===== config.mk =====
export PLATFORM = sky130hd
export DESIGN_NAME = comment_stripping_line_joiner
export DESIGN_NICKNAME = d
export VERILOG_FILES = /design/src/cslj_pkg.sv /design/src/cslj_front.sv /design/src/cslj_queue.sv /design/src/cslj_back.sv /design/src/comment_stripping_line_joiner.sv
export SDC_FILE = /design/constraint.sdc
export NUM_CORES = 1
export LEC_CHECK = 0
export BUFFER_PORTS_ARGS = -buffer_cell sky130_fd_sc_hd__buf_2
export CAP_MARGIN = 20
export CORE_ASPECT_RATIO = 0.6
export CORE_MARGIN = 4
export CORE_UTILIZATION = 45
export CTS_CLUSTER_DIAMETER = 150
export CTS_CLUSTER_SIZE = 20
export DETAILED_ROUTE_END_ITERATION = 10
export PLACE_DENSITY_LB_ADDON = 0.3
export SLEW_MARGIN = 25
export SYNTH_ARGS = -nofsm -noshare
export SYNTH_HDL_FRONTEND = slang
export SYNTH_HIERARCHICAL = 1
export SYNTH_SLANG_ARGS = --single-unit
export TNS_END_PERCENT = 50

===== constraint.sdc =====
create_clock -name clock -period 8.8 [get_ports clock]
set_clock_uncertainty 0.05 [all_clocks]
set_input_delay 0.44 -clock clock [delete_from_list [all_inputs] [get_ports clock]]
set_output_delay 0.44 -clock clock [all_outputs]
set_load 0.02 [all_outputs]

===== src/cslj_pkg.sv =====
// Package for the comment-stripping line joiner.
// Holds character constants, scan modes, result kinds and the queue entry type.
// No dependencies; used by every module of the block.
package cslj_pkg;

   // Most results one item can cause, and the default depth of the front/back queue
   localparam int MAX_RESULTS         = 3;
   localparam int QUEUE_DEPTH_DEFAULT = 2;
   localparam int CNT_W               = $clog2(MAX_RESULTS + 1);

   // Characters of interest
   localparam logic [7:0] CHAR_NUL     = 8'h00;
   localparam logic [7:0] CHAR_NEWLINE = 8'h0A;
   localparam logic [7:0] CHAR_SLASH   = 8'h2F;
   localparam logic [7:0] CHAR_STAR    = 8'h2A;
   localparam logic [7:0] CHAR_HASH    = 8'h23;
   localparam logic [7:0] CHAR_BAR     = 8'h7C;
   localparam logic [7:0] CHAR_EQUAL   = 8'h3D;
   localparam logic [7:0] CHAR_AMP     = 8'h26;

   typedef enum logic [2:0] {
      MODE_NORMAL,
      MODE_SLASH,
      MODE_LINE,
      MODE_BLOCK,
      MODE_STAR,
      MODE_HALT
   } mode_type;

   typedef enum logic [1:0] {
      KIND_DATA,
      KIND_END,
      KIND_ERROR
   } kind_type;

   typedef enum logic [2:0] {
      CLS_NEWLINE,
      CLS_SLASH,
      CLS_STAR,
      CLS_FORBID,
      CLS_OTHER
   } class_type;

   typedef struct packed {
      logic [7:0] data;
      kind_type   kind;
   } result_type;

   // One queue entry: all results caused by one item, slot 0 first
   typedef struct packed {
      logic [CNT_W-1:0]                 count;
      result_type [MAX_RESULTS-1:0]     res;
   } cmd_type;

   // Sort a byte into the classes the scanner cares about
   function automatic class_type classify(input logic [7:0] b);
      class_type cls;
      case (b) inside
         CHAR_NEWLINE: cls = CLS_NEWLINE;
         CHAR_SLASH:   cls = CLS_SLASH;
         CHAR_STAR:    cls = CLS_STAR;
         CHAR_HASH, CHAR_BAR, CHAR_EQUAL, CHAR_AMP: cls = CLS_FORBID;
         default:      cls = CLS_OTHER;
      endcase
      return cls;
   endfunction

endpackage


===== src/cslj_front.sv =====
// Front part of the line joiner: accepts input items, tracks the scan mode
// and builds one queue entry holding every result an item causes.
// Depends on cslj_pkg.
module cslj_front (
   input  logic             clock,
   input  logic             reset,
   input  logic             req_tvalid,
   output logic             req_tready,
   input  logic [7:0]       req_tdata,
   input  logic             req_tlast,
   output logic             push_valid,
   input  logic             push_ready,
   output cslj_pkg::cmd_type push_data
);
   import cslj_pkg::*;

   mode_type  mode_ff, mode_in;
   logic      sep_ff, sep_in;
   logic      emitted_ff, emitted_in;
   logic      accept;
   class_type cls;
   cmd_type   cmd;
   logic [CNT_W-1:0] n;

   assign req_tready = push_ready;
   assign accept     = req_tvalid && req_tready;
   assign cls        = classify(req_tdata);

   // Next scan state
   always_comb begin
      mode_in    = mode_ff;
      sep_in     = sep_ff;
      emitted_in = emitted_ff;
      if (mode_ff != MODE_HALT && req_tlast) begin
         mode_in    = MODE_NORMAL;
         sep_in     = 1'b0;
         emitted_in = 1'b0;
      end else begin
         unique case (mode_ff)
            MODE_NORMAL: begin
               case (cls)
                  CLS_NEWLINE: sep_in = sep_ff | emitted_ff;
                  CLS_SLASH:   mode_in = MODE_SLASH;
                  CLS_FORBID:  mode_in = MODE_HALT;
                  default: begin
                     sep_in     = 1'b0;
                     emitted_in = 1'b1;
                  end
               endcase
            end
            MODE_SLASH: begin
               case (cls)
                  CLS_SLASH: mode_in = MODE_LINE;
                  CLS_STAR:  mode_in = MODE_BLOCK;
                  default: begin
                     // the '/' is kept, then the byte is handled as normal text
                     mode_in    = MODE_NORMAL;
                     sep_in     = 1'b0;
                     emitted_in = 1'b1;
                     case (cls)
                        CLS_NEWLINE: sep_in  = 1'b1;
                        CLS_FORBID:  mode_in = MODE_HALT;
                        default:     mode_in = MODE_NORMAL;
                     endcase
                  end
               endcase
            end
            MODE_LINE: begin
               if (cls == CLS_NEWLINE) mode_in = MODE_NORMAL;
            end
            MODE_BLOCK: begin
               if (cls == CLS_STAR) mode_in = MODE_STAR;
            end
            MODE_STAR: begin
               if (cls == CLS_SLASH) begin
                  mode_in = MODE_NORMAL;
               end else if (cls != CLS_STAR) begin
                  mode_in = MODE_BLOCK;
               end
            end
            default: mode_in = mode_ff;
         endcase
      end
   end

   // Results of the current item
   always_comb begin
      cmd = '0;
      n   = '0;
      if (mode_ff != MODE_HALT && req_tlast) begin
         cmd.res[n] = '{data: CHAR_NUL, kind: KIND_END};
         n = n + 1'b1;
      end else begin
         unique case (mode_ff)
            MODE_NORMAL: begin
               if (cls == CLS_FORBID) begin
                  cmd.res[n] = '{data: req_tdata, kind: KIND_ERROR};
                  n = n + 1'b1;
               end else if (cls == CLS_OTHER || cls == CLS_STAR) begin
                  if (sep_ff) begin
                     cmd.res[n] = '{data: CHAR_BAR, kind: KIND_DATA};
                     n = n + 1'b1;
                  end
                  cmd.res[n] = '{data: req_tdata, kind: KIND_DATA};
                  n = n + 1'b1;
               end
            end
            MODE_SLASH: begin
               if (cls != CLS_SLASH && cls != CLS_STAR) begin
                  if (sep_ff) begin
                     cmd.res[n] = '{data: CHAR_BAR, kind: KIND_DATA};
                     n = n + 1'b1;
                  end
                  cmd.res[n] = '{data: CHAR_SLASH, kind: KIND_DATA};
                  n = n + 1'b1;
                  if (cls == CLS_FORBID) begin
                     cmd.res[n] = '{data: req_tdata, kind: KIND_ERROR};
                     n = n + 1'b1;
                  end else if (cls == CLS_OTHER) begin
                     cmd.res[n] = '{data: req_tdata, kind: KIND_DATA};
                     n = n + 1'b1;
                  end
               end
            end
            default: n = '0;
         endcase
      end
      cmd.count = n;
   end

   assign push_valid = accept && (cmd.count != '0);
   assign push_data  = cmd;

   // Advance the scan state on each accepted item
   always_ff @(posedge clock) begin
      if (reset) begin
         mode_ff    <= MODE_NORMAL;
         sep_ff     <= 1'b0;
         emitted_ff <= 1'b0;
      end else if (accept) begin
         mode_ff    <= mode_in;
         sep_ff     <= sep_in;
         emitted_ff <= emitted_in;
      end
   end

   a_halt_holds: assert property (@(posedge clock) disable iff (reset)
      mode_ff == MODE_HALT |=> mode_ff == MODE_HALT)
      else $error("front left the halted mode without reset");

   a_end_clears: assert property (@(posedge clock) disable iff (reset)
      accept && req_tlast && mode_ff != MODE_HALT
      |=> mode_ff == MODE_NORMAL && !sep_ff && !emitted_ff)
      else $error("end of stream did not clear the scan state");

endmodule


===== src/cslj_queue.sv =====
// Short FIFO that parts the front and back of the line joiner.
// Holds whole result groups, one entry per item with results. Depends on cslj_pkg.
module cslj_queue #(
   parameter int DEPTH = cslj_pkg::QUEUE_DEPTH_DEFAULT
) (
   input  logic              clock,
   input  logic              reset,
   input  logic              push_valid,
   output logic              push_ready,
   input  cslj_pkg::cmd_type push_data,
   output logic              pop_valid,
   input  logic              pop_ready,
   output cslj_pkg::cmd_type pop_data
);
   import cslj_pkg::*;

   localparam int PTR_W = (DEPTH > 1) ? $clog2(DEPTH) : 1;
   localparam int CNT_Q = $clog2(DEPTH + 1);

   cmd_type           slot_ff [DEPTH];
   logic [PTR_W-1:0]  wr_ff, wr_in, rd_ff, rd_in;
   logic [CNT_Q-1:0]  fill_ff, fill_in;
   logic              do_push, do_pop;

   assign push_ready = (fill_ff != CNT_Q'(DEPTH));
   assign pop_valid  = (fill_ff != '0);
   assign pop_data   = slot_ff[rd_ff];
   assign do_push    = push_valid && push_ready;
   assign do_pop     = pop_valid && pop_ready;

   // Pointer and fill bookkeeping
   always_comb begin
      wr_in   = wr_ff;
      rd_in   = rd_ff;
      fill_in = fill_ff;
      if (do_push) wr_in = (wr_ff == PTR_W'(DEPTH - 1)) ? '0 : wr_ff + 1'b1;
      if (do_pop)  rd_in = (rd_ff == PTR_W'(DEPTH - 1)) ? '0 : rd_ff + 1'b1;
      if (do_push && !do_pop) begin
         fill_in = fill_ff + 1'b1;
      end else if (do_pop && !do_push) begin
         fill_in = fill_ff - 1'b1;
      end
   end

   always_ff @(posedge clock) begin
      if (reset) begin
         wr_ff   <= '0;
         rd_ff   <= '0;
         fill_ff <= '0;
      end else begin
         wr_ff   <= wr_in;
         rd_ff   <= rd_in;
         fill_ff <= fill_in;
      end
   end

   // Store entries
   always_ff @(posedge clock) begin
      if (do_push) slot_ff[wr_ff] <= push_data;
   end

   a_fill_bound: assert property (@(posedge clock) disable iff (reset)
      fill_ff <= CNT_Q'(DEPTH))
      else $error("queue fill count beyond depth");

endmodule


===== src/cslj_back.sv =====
// Back part of the line joiner: takes result groups from the queue and
// sends them one result per cycle while the receiver is ready, through a
// registered output stage. Depends on cslj_pkg.
module cslj_back (
   input  logic              clock,
   input  logic              reset,
   input  logic              pop_valid,
   output logic              pop_ready,
   input  cslj_pkg::cmd_type pop_data,
   output logic              rsp_tvalid,
   input  logic              rsp_tready,
   output logic [7:0]        rsp_tdata,
   output logic [1:0]        rsp_tuser,
   output logic              rsp_tlast
);
   import cslj_pkg::*;

   logic [CNT_W-1:0] idx_ff, idx_in;
   logic             valid_ff, valid_in;
   logic [7:0]       data_ff;
   kind_type         kind_ff;
   logic             last_ff;
   logic             advance, load, last_hit;
   result_type       head;

   assign advance  = !valid_ff || rsp_tready;
   assign load     = advance && pop_valid;
   assign head     = pop_data.res[idx_ff];
   assign last_hit = (idx_ff == pop_data.count - CNT_W'(1));
   assign pop_ready = load && last_hit;

   // Step through the results of the head entry
   always_comb begin
      idx_in   = idx_ff;
      valid_in = valid_ff;
      if (advance) valid_in = pop_valid;
      if (load) idx_in = last_hit ? '0 : idx_ff + 1'b1;
   end

   always_ff @(posedge clock) begin
      if (reset) begin
         idx_ff   <= '0;
         valid_ff <= 1'b0;
      end else begin
         idx_ff   <= idx_in;
         valid_ff <= valid_in;
      end
   end

   // Output payload; hold while the receiver stalls
   always_ff @(posedge clock) begin
      if (load) begin
         data_ff <= head.data;
         kind_ff <= head.kind;
         last_ff <= last_hit;
      end
   end

   assign rsp_tvalid = valid_ff;
   assign rsp_tdata  = data_ff;
   assign rsp_tuser  = 2'(kind_ff);
   assign rsp_tlast  = last_ff;

   a_idx_in_range: assert property (@(posedge clock) disable iff (reset)
      pop_valid |-> idx_ff < pop_data.count)
      else $error("result index beyond the entry's count");

   a_end_is_last: assert property (@(posedge clock) disable iff (reset)
      valid_ff && (kind_ff == KIND_END || kind_ff == KIND_ERROR) |-> last_ff)
      else $error("end or error result not marked last");

endmodule


===== src/comment_stripping_line_joiner.sv =====
// Top level of the comment-stripping line joiner.
// Instantiates cslj_front, cslj_queue and cslj_back; depends on cslj_pkg.
//
// Usage:
//   req_* carries one input character per item in req_tdata; req_tlast set
//   marks the end of the stream (req_tdata then ignored).
//   rsp_* carries one result per item: rsp_tdata is the kept byte, the '|'
//   separator or the offending byte; rsp_tuser is the kind (0 data, 1 end of
//   stream, 2 forbidden character); rsp_tlast marks the last result of the
//   input item that caused it.
//   Timing: the item is written to the queue at its accepting edge and the
//   output register then loads its first result from the queue, so
//   rsp_tvalid is registered behind the queue. Throughput: one input item
//   per cycle while each item makes at most one result and the receiver
//   is ready; the output stage sends one result per cycle, so an item that
//   makes two or three results holds the back end until all are sent, and
//   the queue of QUEUE_DEPTH entries absorbs the difference.
//   Reset clears the scan state and empties the queue; no clearing pass.
//   When the receiver stalls, the output register holds its result, the
//   queue fills and then req_tready drops. After a forbidden character the
//   block swallows every item until reset.
module comment_stripping_line_joiner #(
   parameter int QUEUE_DEPTH = cslj_pkg::QUEUE_DEPTH_DEFAULT
) (
   input  logic       clock,
   input  logic       reset,
   input  logic       req_tvalid,
   output logic       req_tready,
   input  logic [7:0] req_tdata,   // [7:0] in_byte
   input  logic       req_tlast,   // end_of_input
   output logic       rsp_tvalid,
   input  logic       rsp_tready,
   output logic [7:0] rsp_tdata,   // [7:0] out_byte
   output logic [1:0] rsp_tuser,   // [1:0] kind
   output logic       rsp_tlast    // is_last
);
   import cslj_pkg::*;

   logic    push_valid, push_ready;
   cmd_type push_data;
   logic    pop_valid, pop_ready;
   cmd_type pop_data;

   cslj_front u_front (
      .clock      (clock),
      .reset      (reset),
      .req_tvalid (req_tvalid),
      .req_tready (req_tready),
      .req_tdata  (req_tdata),
      .req_tlast  (req_tlast),
      .push_valid (push_valid),
      .push_ready (push_ready),
      .push_data  (push_data)
   );

   cslj_queue #(
      .DEPTH (QUEUE_DEPTH)
   ) u_queue (
      .clock      (clock),
      .reset      (reset),
      .push_valid (push_valid),
      .push_ready (push_ready),
      .push_data  (push_data),
      .pop_valid  (pop_valid),
      .pop_ready  (pop_ready),
      .pop_data   (pop_data)
   );

   cslj_back u_back (
      .clock      (clock),
      .reset      (reset),
      .pop_valid  (pop_valid),
      .pop_ready  (pop_ready),
      .pop_data   (pop_data),
      .rsp_tvalid (rsp_tvalid),
      .rsp_tready (rsp_tready),
      .rsp_tdata  (rsp_tdata),
      .rsp_tuser  (rsp_tuser),
      .rsp_tlast  (rsp_tlast)
   );

endmodule

==> results.py <==
metrics = {
    "finish": {
        "fin_nets": 391,
        "final_area_um2": 4880,
        "syn_to_final_growth_pct": 9.85,
        "final_cell_mix": "75 x edfxtp_1, 30 x mux2_2, 28 x nand2_1, 25 x buf_2, 21 x o21ai_0",
        "final-instance-count-excl-fill": 511,
        "post-route-util": 0.520,
        "layout-drive-gt1-share": 0.244,
        "final_common_cell": "edfxtp_1",
        "antenna-diode-count": 0,
    },
    "route": {
        "vias": 2798,
        "antenna_left": 0,
        "wl_um": 8790,
        "drc": 0,
        "wire_per_inst_um": 17.2,
        "first_pass_iters": 4,
        "drt-initial-drc-count": 191,
        "vias_per_cell": 5.48,
    },
    "sta": {
        "hold_ws_ns": 0.405,
        "finalSetupViolCount": 0,
        "layout_setup_ws_ns": 5.57,
        "fin_crit_sh": 0.367,
        "clock.fmax_mhz": 310,
        "drv_slew": 0,
        "hold_viol_final": 0,
        "worst_pin_slew_ns": 0.934,
        "rsz0062_at_grt": "no",
        "min_period_ns": 3.23,
        "setup_tns_ns": 0,
        "slew_headroom": 0.376,
    },
    "global_routing": {
        "use_met1": 0.248,
        "antenna_found_initial": 0,
        "grt_use_met3": 0.0361,
        "grt_usage": 0.161,
        "grt_pass1_vias": 2639,
        "grt_first_pass_wirelength_um": 14400,
        "grtUsageMet2": 0.226,
        "grt_max_degree": 33,
        "grt_overflow": 0,
        "busiest_layer": "met1",
    },
    "min_path": {
        "hold_end": "u_back/rsp_tvalid",
        "min_from": "rsp_tready",
        "hold_depth": 3,
        "hold_path.class": "input port to flip-flop",
    },
    "clocking": {
        "post_cts_buffers": 0,
        "clkLatencyLatePin_ns": 0.33,
        "cts.sinks": 88,
        "holdBufCountCts": 0,
        "cts_inserted_buffers": 9,
        "cts_resized": 0,
        "cts_buffer_depth": 2,
        "cts_tree": "yes",
        "cts_root_buf": "clkbuf_16",
        "cts_max_level": 3,
        "clkTransAtPathRegs_ns": 0.06,
    },
    "power_and_ir_drop": {
        "power_frac_comb": 0.294,
        "p_leak_nw": 1.69,
        "power_mw": 1.44,
        "seq_power_share": 0.453,
        "clockPowerShare": 0.253,
        "switchingPower_uw": 458,
        "switching_share": 0.318,
        "peakVddDrop_v": 0.000118,
        "cellPowerDensity_nw_per_um2": 295,
        "intPower_uw": 983,
    },
    "floorplanning": {
        "coreArea_um2": 9390,
        "num_rows": 27,
        "dieArea_um2": 11600,
        "ios": 26,
        "die_w_um": 136,
        "die_h_um": 85,
        "initial_core_util": 0.473,
    },
    "critical_path": {
        "r2r_slack_ns": 5.83,
        "reg2reg_to": "u_queue/fill_ff[1]",
        "end_kind": "flip-flop",
        "arrival_ns": 3.44,
        "timing.rr.start": "u_front/mode_ff[0]",
        "r2r_cells": 8,
        "path_max_fanout": 15,
        "critical_path_required_ns": 9.01,
        "criticalPathCategory": "input port to flip-flop",
        "startpoint_type": "input port",
    },
    "place": {
        "post_dp_cell_area_um2": 4590,
        "place_congestion": 0.830,
        "pre_cts_ws_ns": 5.33,
        "io_buffer_count": 25,
        "dp_hpwl_um": 5970,
        "dpl.cell_count": 495,
    },
    "synth": {
        "ys_top_cells_by_area": "edfxtp_1 51%, mux2_2 7.6%, dfxtp_1 5.9%",
        "yosysSeqAreaShare": 0.565,
        "syn_inst": 361,
        "synth_top_area_cell": "edfxtp_1",
        "ys_warn_count": 6,
        "ys_ff_latch": 88,
        "syn_area_per_cell_um2": 12.3,
        "syn_area_um2": 4450,
        "synth_edf_count": 75,
        "synth_top_area_frac": 0.506,
        "synth_ff_type": "edfxtp_1",
        "ys_types": 69,
        "async_flop_share": 0,
    },
    "outcome": {
        "status": "finished clean",
    },
    "flow_run": {
        "cap_violations": 0,
    },
}
## cells in the mapped netlist, types with 7 or more instances
cell	n
and2_1	9
nand2_1	28
buf_4	8
edfxtp_1	75
mux2_2	30
a21oi_1	15
nor3_1	7
nor2_1	20
mux2i_1	11
o21ai_0	21
inv_1	8
buf_2	7
dfxtp_1	13
## final cells by class
| class | instances | area [µm²] |
|---|---|---|
| repair buffers | 28 | 148 |
| flip-flops and latches | 88 | 2510 |
| multi-input cells | 241 | 1740 |
| clock buffers | 13 | 270 |
| well taps | 130 | 163 |
| clock inverters | 3 | 25.0 |
| inverters | 8 | 30.0 |
| fillers | 824 | 4510 |
## registers in the layout (all words and copies together) (netlist names), named ones only
| signal | flops |
|---|---|
| u_queue/wr_ff | 1 |
| u_back/rsp_tlast | 1 |
| u_back/rsp_tuser | 2 |
| u_back/rsp_tdata | 8 |
| u_queue/fill_ff | 2 |
| u_front/sep_ff | 1 |
| u_queue/slot_ff | 64 |
| u_back/rsp_tvalid | 1 |
| u_front/mode_ff | 3 |
| u_front/emitted_ff | 1 |
| u_queue/rd_ff | 1 |
| u_back/idx_ff | 2 |
## power groups by stage
stage / Sequential, mW / Combinational (mW) / Clock [mW]
CTS: 0.654 / 0.428 / 0.374
global placement: 0.659 / 0.416 / 0
floorplan: 0.672 / 0.307 / 0
detailed placement: 0.662 / 0.425 / 0
finish: 0.653 / 0.423 / 0.365
global route: 0.666 / 0.468 / 0.389
## routing by layer
layer | share of wire | vias up | wire length, µm
li1 | - | 1371 | -
met1 | 0.52 | 1343 | 4610
met2 | 0.41 | 76 | 3630
met3 | 0.053 | 8 | 470
met4 | 0.0090 | 0 | 79
met5 | 0 | - | 0
## cells by family (layout without fill, tap and decap cells)
kind of cell	Yosys count	after routing	share of synthesized area
XOR/XNOR	7	7	0.0138
adder cells (fa/ha/maj)	2	2	0.00563
buffers and inverters	33	52	0.0453
flip-flops	88	88	0.565
AND/OR/NAND/NOR	113	113	0.139
other	1	2	0.000843
multiplexers	43	43	0.106
AO/OA/AOI/OAI	74	74	0.125
## worst max path at each step
stage | startpoint | end | slack (ns) | depth (start not counted)
after floorplan | req_tdata[2] | u_queue/slot_ff[1][0] | 5.33 | 11
after global placement | req_tdata[1] | u_queue/fill_ff[1] | 5.43 | 13
after detailed placement | req_tdata[1] | u_queue/fill_ff[1] | 5.33 | 13
after CTS | req_tdata[1] | u_queue/fill_ff[1] | 5.63 | 13
after global routing | req_tdata[1] | u_queue/fill_ff[1] | 5.38 | 13
final | req_tdata[1] | u_queue/fill_ff[1] | 5.57 | 13
## worst max-delay path, stage by stage
cell	delay [ns]
buf_2	0.15
or3b_4	0.29
o21ai_4	0.08
o21ai_2	0.56
nand2_1	0.13
ha_1	0.22
a211o_1	0.25
o21a_1	0.13
a41oi_2	0.27
and2_1	0.18
ha_1	0.26
or3_1	0.35
a21oi_1	0.13
Power figures use the tool's default switching activity.
